<file path="src/rtl/assert_macros.svh">
// Assertion helpers, empty under synthesis
`ifndef ASSERT_MACROS_SVH
`define ASSERT_MACROS_SVH
`ifndef SYNTHESIS
`define ASSERT_IMPLIES(lbl, clk, rst_n, ante, cons, msg) \
    lbl: assert property (@(posedge clk) disable iff (!rst_n) (ante) |-> (cons)) \
        else $error(msg);
`define ASSERT_NEXT(lbl, clk, rst_n, ante, cons, msg) \
    lbl: assert property (@(posedge clk) disable iff (!rst_n) (ante) |=> (cons)) \
        else $error(msg);
`else
`define ASSERT_IMPLIES(lbl, clk, rst_n, ante, cons, msg)
`define ASSERT_NEXT(lbl, clk, rst_n, ante, cons, msg)
`endif
`endif

</file>
<file path="src/rtl/mwo_pkg.sv">
package mwo_pkg;

    localparam int ENC_W     = 13;
    localparam int POS_W     = 48;
    localparam int ANG_W     = 32;
    localparam int CFG_W     = 32;
    localparam int CFG_IDX_W = 1;

    localparam int COUNTS_PER_REV = 8192;
    localparam int CORDIC_STEPS   = 16;

    // deltas and wheel sums, +/-16384 at most
    localparam int DELTA_W = 16;
    localparam logic signed [DELTA_W-1:0] HALF_REV = DELTA_W'(COUNTS_PER_REV / 2);
    localparam logic signed [DELTA_W-1:0] FULL_REV = DELTA_W'(COUNTS_PER_REV);

    localparam int VEC_W    = 32;
    localparam int CRD_W    = 34;
    localparam int KIN_P_W  = 48;
    localparam int GAIN_W   = 30;
    localparam int GAIN_P_W = 64;
    localparam logic [GAIN_W-1:0] GAIN_Q30 = 30'd652032875;

    localparam logic [CFG_IDX_W-1:0] CFG_DIST = 1'b0;
    localparam logic [CFG_IDX_W-1:0] CFG_YAW  = 1'b1;

    localparam logic OP_CAPTURE = 1'b0;
    localparam logic OP_UPDATE  = 1'b1;

    typedef enum logic [2:0] {
        ST_IDLE, ST_DELTA, ST_SUM, ST_KIN, ST_ROT, ST_GAIN, ST_DONE
    } t_state;

    // atan(2^-i) in 2^-32 turn units
    function automatic logic [31:0] atan_turn(input logic [4:0] i);
        logic [31:0] v;
        unique case (i)
            5'd0:  v = 32'd536870912;
            5'd1:  v = 32'd316933406;
            5'd2:  v = 32'd167458907;
            5'd3:  v = 32'd85004756;
            5'd4:  v = 32'd42667331;
            5'd5:  v = 32'd21354465;
            5'd6:  v = 32'd10679838;
            5'd7:  v = 32'd5340245;
            5'd8:  v = 32'd2670163;
            5'd9:  v = 32'd1335087;
            5'd10: v = 32'd667544;
            5'd11: v = 32'd333772;
            5'd12: v = 32'd166886;
            5'd13: v = 32'd83443;
            5'd14: v = 32'd41722;
            5'd15: v = 32'd20861;
            5'd16: v = 32'd10430;
            5'd17: v = 32'd5215;
            5'd18: v = 32'd2608;
            5'd19: v = 32'd1304;
            5'd20: v = 32'd652;
            5'd21: v = 32'd326;
            5'd22: v = 32'd163;
            5'd23: v = 32'd81;
            5'd24: v = 32'd41;
            5'd25: v = 32'd20;
            5'd26: v = 32'd10;
            5'd27: v = 32'd5;
            5'd28: v = 32'd3;
            5'd29: v = 32'd1;
            5'd30: v = 32'd1;
            default: v = 32'd0;
        endcase
        return v;
    endfunction

endpackage

</file>
<file path="src/rtl/mwo_sermul.sv">
// shift-add multiplier, one multiplier bit per cycle
module mwo_sermul #(
    parameter int A_W      = 33,
    parameter int B_W      = 16,
    parameter int P_W      = 48,
    parameter bit B_SIGNED = 1'b1
) (
    input  logic                  i_clk,
    input  logic                  i_rst_n,
    input  logic                  i_start,
    input  logic signed [A_W-1:0] i_a,
    input  logic        [B_W-1:0] i_b,
    output logic                  o_done,
    output logic signed [P_W-1:0] o_p
);
    localparam int CNT_W = $clog2(B_W);

    logic                  r_busy;
    logic                  r_done;
    logic [CNT_W-1:0]      r_cnt;
    logic signed [P_W-1:0] r_mcand;
    logic [B_W-1:0]        r_mplier;
    logic signed [P_W-1:0] r_acc;
    logic                  last;

    assign last = (r_cnt == CNT_W'(B_W - 1));

    always_ff @(posedge i_clk) begin
        if (!i_rst_n) begin
            r_busy <= 1'b0;
            r_done <= 1'b0;
            r_cnt  <= '0;
        end else begin
            r_done <= 1'b0;
            if (i_start) begin
                r_busy <= 1'b1;
                r_cnt  <= '0;
            end else if (r_busy) begin
                r_cnt <= r_cnt + 1'b1;
                if (last) begin
                    r_busy <= 1'b0;
                    r_done <= 1'b1;
                end
            end
        end
    end

    always_ff @(posedge i_clk) begin
        if (i_start) begin
            r_mcand  <= {{(P_W-A_W){i_a[A_W-1]}}, i_a};
            r_mplier <= i_b;
            r_acc    <= '0;
        end else if (r_busy) begin
            if (r_mplier[0]) begin
                if (B_SIGNED && last) begin
                    r_acc <= r_acc - r_mcand;
                end else begin
                    r_acc <= r_acc + r_mcand;
                end
            end
            r_mcand  <= r_mcand <<< 1;
            r_mplier <= r_mplier >> 1;
        end
    end

    assign o_done = r_done;
    assign o_p    = r_acc;

endmodule

</file>
<file path="src/rtl/mwo_cordic.sv">
// rotation-mode CORDIC, one micro-rotation per cycle
module mwo_cordic #(
    parameter int STEPS = mwo_pkg::CORDIC_STEPS
) (
    input  logic                                  i_clk,
    input  logic                                  i_rst_n,
    input  logic                                  i_start,
    input  logic signed [mwo_pkg::VEC_W-1:0]      i_x,
    input  logic signed [mwo_pkg::VEC_W-1:0]      i_y,
    input  logic        [mwo_pkg::ANG_W-1:0]      i_h,
    output logic                                  o_done,
    output logic signed [mwo_pkg::CRD_W-1:0]      o_x,
    output logic signed [mwo_pkg::CRD_W-1:0]      o_y
);
    localparam int CNT_W = $clog2(STEPS);
    localparam int W     = mwo_pkg::CRD_W;

    logic                 r_busy;
    logic                 r_done;
    logic [CNT_W-1:0]     r_i;
    logic signed [W-1:0]  r_x, r_y, r_z;
    logic signed [W-1:0]  xs, ys, xe, ye, at;
    logic [mwo_pkg::ANG_W-1:0] h_f;
    logic                 fold;

    // left half-plane: negate vector, turn angle by pi
    assign fold = (i_h[31:30] == 2'b01) || (i_h[31:30] == 2'b10);
    assign h_f  = {i_h[31] ^ fold, i_h[30:0]};
    assign xe   = {{(W-mwo_pkg::VEC_W){i_x[mwo_pkg::VEC_W-1]}}, i_x};
    assign ye   = {{(W-mwo_pkg::VEC_W){i_y[mwo_pkg::VEC_W-1]}}, i_y};
    assign xs   = r_x >>> r_i;
    assign ys   = r_y >>> r_i;
    assign at   = {2'b00, mwo_pkg::atan_turn(5'(r_i))};

    always_ff @(posedge i_clk) begin
        if (!i_rst_n) begin
            r_busy <= 1'b0;
            r_done <= 1'b0;
            r_i    <= '0;
        end else begin
            r_done <= 1'b0;
            if (i_start) begin
                r_busy <= 1'b1;
                r_i    <= '0;
            end else if (r_busy) begin
                r_i <= r_i + 1'b1;
                if (r_i == CNT_W'(STEPS - 1)) begin
                    r_busy <= 1'b0;
                    r_done <= 1'b1;
                end
            end
        end
    end

    always_ff @(posedge i_clk) begin
        if (i_start) begin
            r_x <= fold ? -xe : xe;
            r_y <= fold ? -ye : ye;
            r_z <= {{(W-mwo_pkg::ANG_W){h_f[31]}}, h_f};
        end else if (r_busy) begin
            if (!r_z[W-1]) begin
                r_x <= r_x - ys;
                r_y <= r_y + xs;
                r_z <= r_z - at;
            end else begin
                r_x <= r_x + ys;
                r_y <= r_y - xs;
                r_z <= r_z + at;
            end
        end
    end

    assign o_done = r_done;
    assign o_x    = r_x;
    assign o_y    = r_y;

endmodule

</file>
<file path="src/rtl/mecanum_wheel_odometry_top.sv">
// Mecanum odometry top level.
// An update word passes ST_DELTA, ST_SUM, the bit-serial wheel multipliers (ST_KIN),
// the CORDIC_STEPS iterations of the rotator (ST_ROT) and the gain multipliers (ST_GAIN)
// to ST_DONE; a capture word goes straight to ST_DONE. Either waits there while the
// previous result is stalled. No new word is taken until the result is registered.
// Reset (synchronous, active low) clears pose, last counts, registers and valids.
`include "assert_macros.svh"
module mecanum_wheel_odometry_top #(
    parameter int CORDIC_STEPS = mwo_pkg::CORDIC_STEPS
) (
    input  logic                                 i_clk,
    input  logic                                 i_rst_n,
    // config port
    input  logic                                 i_cfg_we,
    input  logic [mwo_pkg::CFG_IDX_W-1:0]        i_cfg_index,
    input  logic [mwo_pkg::CFG_W-1:0]            i_cfg_data,
    // input words
    input  logic                                 i_in_valid,
    output logic                                 o_in_stall,
    input  logic                                 i_operation,
    input  logic [mwo_pkg::ENC_W-1:0]            i_enc_front_left,
    input  logic [mwo_pkg::ENC_W-1:0]            i_enc_front_right,
    input  logic [mwo_pkg::ENC_W-1:0]            i_enc_rear_left,
    input  logic [mwo_pkg::ENC_W-1:0]            i_enc_rear_right,
    // result words
    output logic                                 o_out_valid,
    input  logic                                 i_out_stall,
    output logic signed [mwo_pkg::POS_W-1:0]     o_x_position,
    output logic signed [mwo_pkg::POS_W-1:0]     o_y_position,
    output logic signed [mwo_pkg::ANG_W-1:0]     o_heading_angle
);
    localparam int DW = mwo_pkg::DELTA_W;
    localparam int PW = mwo_pkg::POS_W;

    mwo_pkg::t_state r_state, n_state;

    logic [mwo_pkg::CFG_W-1:0]  r_dist, r_yaw;
    logic [mwo_pkg::ENC_W-1:0]  r_c    [4];
    logic [mwo_pkg::ENC_W-1:0]  r_last [4];
    logic signed [DW-1:0]       r_d    [4];
    logic signed [DW-1:0]       r_sx, r_sy, r_sw;
    logic [PW-1:0]              r_pos_x, r_pos_y;
    logic [mwo_pkg::ANG_W-1:0]  r_head;
    logic                       r_out_valid;
    logic [PW-1:0]              r_ox, r_oy;
    logic [mwo_pkg::ANG_W-1:0]  r_oh;
    logic                       r_kin_go;

    logic in_acc, out_free;
    logic kin_done_x, kin_done_y, kin_done_w;
    logic signed [mwo_pkg::KIN_P_W-1:0] kin_px, kin_py, kin_pw;
    logic rot_done;
    logic signed [mwo_pkg::CRD_W-1:0] rot_x, rot_y;
    logic gain_done_x, gain_done_y;
    logic signed [mwo_pkg::GAIN_P_W-1:0] gain_px, gain_py;
    logic [PW-1:0] gx, gy;

    // count delta wrapped to half a revolution
    function automatic logic signed [DW-1:0] wrap_delta(
        input logic [mwo_pkg::ENC_W-1:0] now_c,
        input logic [mwo_pkg::ENC_W-1:0] prev_c
    );
        logic signed [DW-1:0] d;
        d = signed'(DW'(now_c)) - signed'(DW'(prev_c));
        if (d > mwo_pkg::HALF_REV) begin
            d = d - mwo_pkg::FULL_REV;
        end else if (d < -mwo_pkg::HALF_REV) begin
            d = d + mwo_pkg::FULL_REV;
        end
        return d;
    endfunction

    assign in_acc   = i_in_valid && !o_in_stall;
    assign out_free = !r_out_valid || !i_out_stall;
    assign o_in_stall = (r_state != mwo_pkg::ST_IDLE);

    // sequencer; r_kin_go marks the first ST_KIN cycle, when the wheel sums are ready
    always_ff @(posedge i_clk) begin
        if (!i_rst_n) begin
            r_state  <= mwo_pkg::ST_IDLE;
            r_kin_go <= 1'b0;
        end else begin
            r_state  <= n_state;
            r_kin_go <= (r_state == mwo_pkg::ST_SUM);
        end
    end

    always_comb begin
        n_state = r_state;
        unique case (r_state)
            mwo_pkg::ST_IDLE: begin
                if (in_acc) begin
                    n_state = (i_operation == mwo_pkg::OP_UPDATE) ?
                              mwo_pkg::ST_DELTA : mwo_pkg::ST_DONE;
                end
            end
            mwo_pkg::ST_DELTA: n_state = mwo_pkg::ST_SUM;
            mwo_pkg::ST_SUM:   n_state = mwo_pkg::ST_KIN;
            mwo_pkg::ST_KIN:   if (kin_done_x)  n_state = mwo_pkg::ST_ROT;
            mwo_pkg::ST_ROT:   if (rot_done)    n_state = mwo_pkg::ST_GAIN;
            mwo_pkg::ST_GAIN:  if (gain_done_x) n_state = mwo_pkg::ST_DONE;
            mwo_pkg::ST_DONE:  if (out_free)    n_state = mwo_pkg::ST_IDLE;
            default:           n_state = mwo_pkg::ST_IDLE;
        endcase
    end

    // config registers
    always_ff @(posedge i_clk) begin
        if (!i_rst_n) begin
            r_dist <= '0;
            r_yaw  <= '0;
        end else if (i_cfg_we) begin
            unique case (i_cfg_index)
                mwo_pkg::CFG_DIST: r_dist <= i_cfg_data;
                mwo_pkg::CFG_YAW:  r_yaw  <= i_cfg_data;
                default: ;
            endcase
        end
    end

    // Q16.16 product into Q32.16 step, sign-extended
    assign gx = {{(PW-32){gain_px[63]}}, gain_px[63:32]};
    assign gy = {{(PW-32){gain_py[63]}}, gain_py[63:32]};

    // pose and encoder state
    always_ff @(posedge i_clk) begin
        if (!i_rst_n) begin
            for (int k = 0; k < 4; k++) begin
                r_last[k] <= '0;
            end
            r_pos_x <= '0;
            r_pos_y <= '0;
            r_head  <= '0;
        end else begin
            if (in_acc && i_operation == mwo_pkg::OP_CAPTURE) begin
                r_last[0] <= i_enc_front_left;
                r_last[1] <= i_enc_front_right;
                r_last[2] <= i_enc_rear_left;
                r_last[3] <= i_enc_rear_right;
                r_pos_x   <= '0;
                r_pos_y   <= '0;
                r_head    <= '0;
            end
            if (r_state == mwo_pkg::ST_DELTA) begin
                for (int k = 0; k < 4; k++) begin
                    r_last[k] <= r_c[k];
                end
            end
            if (r_state == mwo_pkg::ST_GAIN && gain_done_x) begin
                r_pos_x <= r_pos_x + gx;
                r_pos_y <= r_pos_y + gy;
                r_head  <= r_head + kin_pw[47:16];
            end
        end
    end

    // datapath registers, no reset
    always_ff @(posedge i_clk) begin
        if (in_acc) begin
            r_c[0] <= i_enc_front_left;
            r_c[1] <= i_enc_front_right;
            r_c[2] <= i_enc_rear_left;
            r_c[3] <= i_enc_rear_right;
        end
        if (r_state == mwo_pkg::ST_DELTA) begin
            for (int k = 0; k < 4; k++) begin
                r_d[k] <= wrap_delta(r_c[k], r_last[k]);
            end
        end
        if (r_state == mwo_pkg::ST_SUM) begin
            r_sx <=  r_d[0] + r_d[1] + r_d[2] + r_d[3];
            r_sy <= -r_d[0] + r_d[1] + r_d[2] - r_d[3];
            r_sw <= -r_d[0] + r_d[1] - r_d[2] + r_d[3];
        end
    end

    // wheel sums times gains; start on the first ST_KIN cycle
    mwo_sermul #(.A_W(33), .B_W(DW), .P_W(mwo_pkg::KIN_P_W), .B_SIGNED(1'b1)) u_kin_x (
        .i_clk(i_clk), .i_rst_n(i_rst_n),
        .i_start(r_kin_go),
        .i_a({1'b0, r_dist}), .i_b(r_sx), .o_done(kin_done_x), .o_p(kin_px)
    );
    mwo_sermul #(.A_W(33), .B_W(DW), .P_W(mwo_pkg::KIN_P_W), .B_SIGNED(1'b1)) u_kin_y (
        .i_clk(i_clk), .i_rst_n(i_rst_n),
        .i_start(r_kin_go),
        .i_a({1'b0, r_dist}), .i_b(r_sy), .o_done(kin_done_y), .o_p(kin_py)
    );
    mwo_sermul #(.A_W(33), .B_W(DW), .P_W(mwo_pkg::KIN_P_W), .B_SIGNED(1'b1)) u_kin_w (
        .i_clk(i_clk), .i_rst_n(i_rst_n),
        .i_start(r_kin_go),
        .i_a({1'b0, r_yaw}), .i_b(r_sw), .o_done(kin_done_w), .o_p(kin_pw)
    );

    // rotate local step by the heading held before this update
    mwo_cordic #(.STEPS(CORDIC_STEPS)) u_rot (
        .i_clk(i_clk), .i_rst_n(i_rst_n),
        .i_start(r_state == mwo_pkg::ST_KIN && kin_done_x),
        .i_x(kin_px[47:16]), .i_y(kin_py[47:16]), .i_h(r_head),
        .o_done(rot_done), .o_x(rot_x), .o_y(rot_y)
    );

    // CORDIC gain compensation
    mwo_sermul #(.A_W(mwo_pkg::CRD_W), .B_W(mwo_pkg::GAIN_W), .P_W(mwo_pkg::GAIN_P_W),
                 .B_SIGNED(1'b0)) u_gain_x (
        .i_clk(i_clk), .i_rst_n(i_rst_n),
        .i_start(r_state == mwo_pkg::ST_ROT && rot_done),
        .i_a(rot_x), .i_b(mwo_pkg::GAIN_Q30), .o_done(gain_done_x), .o_p(gain_px)
    );
    mwo_sermul #(.A_W(mwo_pkg::CRD_W), .B_W(mwo_pkg::GAIN_W), .P_W(mwo_pkg::GAIN_P_W),
                 .B_SIGNED(1'b0)) u_gain_y (
        .i_clk(i_clk), .i_rst_n(i_rst_n),
        .i_start(r_state == mwo_pkg::ST_ROT && rot_done),
        .i_a(rot_y), .i_b(mwo_pkg::GAIN_Q30), .o_done(gain_done_y), .o_p(gain_py)
    );

    // result register
    always_ff @(posedge i_clk) begin
        if (!i_rst_n) begin
            r_out_valid <= 1'b0;
        end else begin
            if (r_out_valid && !i_out_stall) begin
                r_out_valid <= 1'b0;
            end
            if (r_state == mwo_pkg::ST_DONE && out_free) begin
                r_out_valid <= 1'b1;
            end
        end
    end

    always_ff @(posedge i_clk) begin
        if (r_state == mwo_pkg::ST_DONE && out_free) begin
            r_ox <= r_pos_x;
            r_oy <= r_pos_y;
            r_oh <= r_head;
        end
    end

    assign o_out_valid     = r_out_valid;
    assign o_x_position    = r_ox;
    assign o_y_position    = r_oy;
    assign o_heading_angle = r_oh;

    `ASSERT_NEXT(a_busy_after_accept, i_clk, i_rst_n, in_acc, o_in_stall, "accept while busy")
    `ASSERT_IMPLIES(a_kin_lockstep, i_clk, i_rst_n, kin_done_x, kin_done_y && kin_done_w, "skew")
    `ASSERT_IMPLIES(a_gain_lockstep, i_clk, i_rst_n, gain_done_x, gain_done_y, "gain skew")
    `ASSERT_IMPLIES(a_rot_in_state, i_clk, i_rst_n, rot_done, r_state == mwo_pkg::ST_ROT, "stray rot")

endmodule

</file>
<file path="config.mk">
export PLATFORM = sky130hd
export DESIGN_NAME = mecanum_wheel_odometry_top
export DESIGN_NICKNAME = d
export VERILOG_FILES = /design/src/rtl/mwo_pkg.sv /design/src/rtl/mwo_sermul.sv /design/src/rtl/mwo_cordic.sv /design/src/rtl/mecanum_wheel_odometry_top.sv
export VERILOG_INCLUDE_DIRS = /design/src /design/src/rtl
export SDC_FILE = /design/constraint.sdc
export NUM_CORES = 2
export LEC_CHECK = 0
export ABC_CLOCK_PERIOD_IN_PS = 10850
export BUFFER_PORTS_ARGS = -buffer_cell sky130_fd_sc_hd__buf_2
export CAP_MARGIN = 15
export CORE_MARGIN = 3
export CORE_UTILIZATION = 64
export DETAILED_ROUTE_END_ITERATION = 16
export PLACE_DENSITY = 0.81
export SYNTH_ARGS = -nofsm -noshare
export SYNTH_HDL_FRONTEND = slang
export SYNTH_SLANG_ARGS = --single-unit
export TNS_END_PERCENT = 20
</file>
<file path="constraint.sdc">
create_clock -name i_clk -period 10.85 [get_ports i_clk]
set_clock_uncertainty 0.1 [all_clocks]
set_input_delay 1.6275 -clock i_clk [delete_from_list [all_inputs] [get_ports i_clk]]
set_output_delay 1.6275 -clock i_clk [all_outputs]
set_load 0.02 [all_outputs]
</file>
==> key figures <==
Clock tree
  • Clk sink count: 1355
  • Clk_lat worst skew: 0.78 ns
  • Post CTS Setup Buffer Count: 0
  • Cts hold-fix bufs: 0
  • Reg clk slew, reported paths: 0.06 ns
  • CTS buffer count: 151
  • Root buffer cell: clkbuf_16
  • Post-cts resize count: 0
  • H-tree Lvls: 4
  • Clock Path Buffers: 3
  • CTS tree: built

Placed design
  • Placed cell count: 11520
  • DP HPWL: 168600 µm
  • Final Wtd Congestion: 0.9811
  • Place WS: 3.816 ns
  • I/O Buffers: 220

Worst setup path
  • Crit path DAT: 7.49 ns
  • Crit Path Max Fanout: 47
  • Critical Path Source: u_rot.r_i[0]
  • Worst R2R End: u_rot.o_y[33]
  • Worst Path Required: 11.23 ns
  • CP endpoint: u_rot.o_y[33]
  • Flop2flop setup slack: 3.75 ns
  • Worst R2R Path Depth: 23
  • Setup crit end kind: flip-flop
  • Reg2reg start: u_rot.r_i[0]
  • WS Path Type: flip-flop to flip-flop
  • Startpoint types: flip-flop

Floorplanning
  • Die Ht: 379.5 µm
  • Total I/O pin count: 221
  • Chip Width: 379.5 µm
  • Row count: 136
  • Core area: 138000 µm²
  • Die ar.: 144000 µm²
  • Initial Utilization: 64.69%

Drt
  • Via Count: 73310
  • Residual DRC: 0
  • Antenna Nets Post-Route: 0
  • Drt first pass iters: 6
  • DR vias/cell: 6.212
  • WL final: 231000 µm
  • Initial DRC count: 6633
  • Wire per inst: 19.58 µm

Power
  • Leak Pwr: 40.93 nW
  • Part of the power in registers: 39.0%
  • Maximum VDD drop: 232.0 µV
  • Internal Pwr Total: 11.31 mW
  • Sw Ratio: 33.67%
  • Tot Pwr: 17.05 mW
  • Clock power frac: 29.3%
  • P per Cell Area: 176.7 nW/µm²
  • Switching pwr: 5.740 mW
  • Combinational Power Share: 31.7%

Final layout
  • Final Non-Filler Cells: 11800
  • Layout cells sized above 1: 8.012%
  • Most common cell after layout, fill and taps aside: nand2_1
  • Area Overhead vs Synth: 8.043%
  • Nets@finish: 10600
  • Multi-input logic area: 51920 µm²
  • Filler cells: 10690
  • FF+latch area: 34280 µm²
  • Most frequent cells in the layout: nand2_1, a21oi_1, edfxtp_1

Timing
  • PnR worst setup slack: 3.748 ns
  • RSZ-0062 raised after global routing: false
  • Slew Limit Fails: 0
  • Setup TNS: 0 ns
  • Fin crit period: 7.102 ns
  • Max_slew headroom: 22.72%
  • Final hold slack: 0.3550 ns
  • Final Hold Fails: 0
  • Fmax achieved: 0.1408 GHz
  • Final critical-path share of the clock period: 65.46%
  • Slew of the pin with the lowest slew margin: 1.159 ns
  • Finish-stage setup viols: 0

Yosys
  • Yosys cell types: 99
  • Cell area after synthesis: 89280 µm²
  • Yosys warns: 0
  • Post-synth top flop: edfxtp_1
  • Post-synth EDFFs: 713
  • Net Count, Synth: 10600
  • Async S/R FF share, synth: 0%
  • Avg Cell Area, Syn: 9.102 µm²
  • Synth Instances: 9808
  • Register area share after synthesis: 38.38%
  • Register bit total from synthesis: 1355

GRT
  • Initial antenna violation count: 10
  • GRT Total Usage: 31.48%
  • Via count of the first global-routing pass: 70140
  • Largest net degree at the start of global routing: 95
  • Total gr overflow: 0
  • First-pass GRT wire length: 368800 µm

Status
  • Status: complete, no violations

Min path
  • Hold Crit Class: flip-flop to flip-flop

Run
  • Maxcap violations: 0
==> sequential cells by signal (all words and copies together) (netlist names), 52 cells and up <==
name and count:
r_c 52, r_d 60, u_gain_x.o_p 64, u_gain_y.o_p 64
u_gain_x.r_mcand 64, r_last 52, u_gain_y.r_mcand 64
==> how the worst min path moves through the flow <==
stage,cells past startpoint,startpoint,endpoint
3_3_place_gp,1,u_gain_x.r_mplier[29],u_gain_x.r_mplier[29]
4_1_cts,2,u_kin_x.o_p[13],u_kin_x.o_p[13]
2_1_floorplan,0,r_head[31],o_heading_angle[31]
5_1_grt,2,u_kin_w.o_p[7],u_kin_w.o_p[7]
3_5_place_dp,1,u_gain_x.r_mplier[29],u_gain_x.r_mplier[29]
6_report,2,u_gain_x.o_p[11],u_gain_x.o_p[11]
==> layout make-up <==
class	count	share of cell area, %
Inverter	401	1.560
Sequential cell	1355	35.54
Clock buffer	204	4.327
Multi-Input combinational cell	7617	53.83
Clock inverter	75	0.6615
Tap cell	1863	2.417
Antenna cell	2	0.005189
Timing Repair Buffer	283	1.659
==> cell usage after synthesis (23+ instances only) <==
master | instances | area share (%)
inv_1 | 399 | 1.7
and2_1 | 68 | 0.48
fa_1 | 76 | 1.7
xnor2_1 | 458 | 4.5
a211o_1 | 23 | 0.23
a211oi_1 | 65 | 0.55
or2_2 | 23 | 0.16
nor2b_1 | 173 | 1.2
ha_1 | 628 | 8.8
mux4_2 | 67 | 1.7
a21oi_1 | 885 | 5.0
o21ai_0 | 574 | 3.2
clkbuf_1 | 351 | 1.5
a22oi_1 | 90 | 0.76
nand2_1 | 1395 | 5.9
a22o_1 | 59 | 0.58
mux2i_1 | 180 | 2.0
or3_1 | 54 | 0.38
o21bai_1 | 80 | 0.67
xor2_1 | 349 | 3.4
nand2b_1 | 103 | 0.72
a31oi_1 | 103 | 0.72
a21o_1 | 306 | 2.6
o31ai_1 | 65 | 0.55
o211ai_1 | 29 | 0.24
buf_1 | 58 | 0.24
o21a_1 | 80 | 0.67
nand3_1 | 155 | 0.87
nor3_1 | 139 | 0.78
nand4_1 | 86 | 0.60
nor4_1 | 45 | 0.32
dfxtp_1 | 642 | 14
and3_1 | 77 | 0.54
edfxtp_1 | 713 | 24
mux2_2 | 107 | 1.3
nor2_1 | 648 | 2.7
a21boi_0 | 113 | 0.95
==> per-stage QoR <==
| step | area [µm²] | util [%] |
|---|---|---|
| 2_1_floorplan | 89280 | - |
| 3_3_place_gp | 91600 | 66.38 |
| 3_5_place_dp | 91600 | 66.38 |
| 4_1_cts | 96410 | 69.86 |
| 5_1_grt | 96460 | 69.89 |
| 6_report | 96460 | 69.90 |
==> logic make-up after synthesis <==
logic type | after synthesis | synth area share (%)
AOI/OAI and AO/OA | 2682 | 18.85
xor gates and xnor gates | 808 | 7.935
adders and majority gates | 704 | 10.51
buffers and inverters | 836 | 3.591
DFF | 1355 | 38.38
muxes | 354 | 5.058
and+or+nand+nor | 3069 | 15.69
==> routing by layer <==
| layer | up-vias | share of wire (%) | global-route usage (%) |
|---|---|---|---|
| met5 | - | 0.018 | 0 |
| met4 | 6 | 3.3 | 10.68 |
| met3 | 448 | 7.1 | 4.377 |
| met2 | 2696 | 46 | 51.68 |
| met1 | 34900 | 44 | 42.88 |
| li1 | 35260 | - | - |
==> critical path, stage by stage, from the launching register on <==
cell and delay, ns:
dfxtp_4 0.80, buf_4 0.66, mux4_2 0.64, nor3b_1 0.32
o21ai_0 0.17, o22ai_2 0.23, nand3_1 0.18, nor2b_2 0.21
nor2b_1 0.30, a31oi_1 0.15, xor2_1 0.18, ha_1 0.35
a21oi_1 0.26, o211ai_1 0.12, a21oi_1 0.30, nor2_1 0.10
nor2_1 0.15, nand3_1 0.15, a311oi_1 0.51, o21ai_0 0.24
a21o_1 0.23, a21oi_1 0.20, xnor2_1 0.16, a22oi_1 0.09
==> power by group through the flow <==
stage	sequential, mW	combinational, mW	clock [mW]
2_1_floorplan	6.56	4.21	0
3_3_place_gp	6.71	5.07	0
3_5_place_dp	6.74	5.27	0
4_1_cts	6.64	5.35	5.08
5_1_grt	6.70	6.07	5.26
6_report	6.65	5.40	5.00
Power figures use the tool's default switching activity.
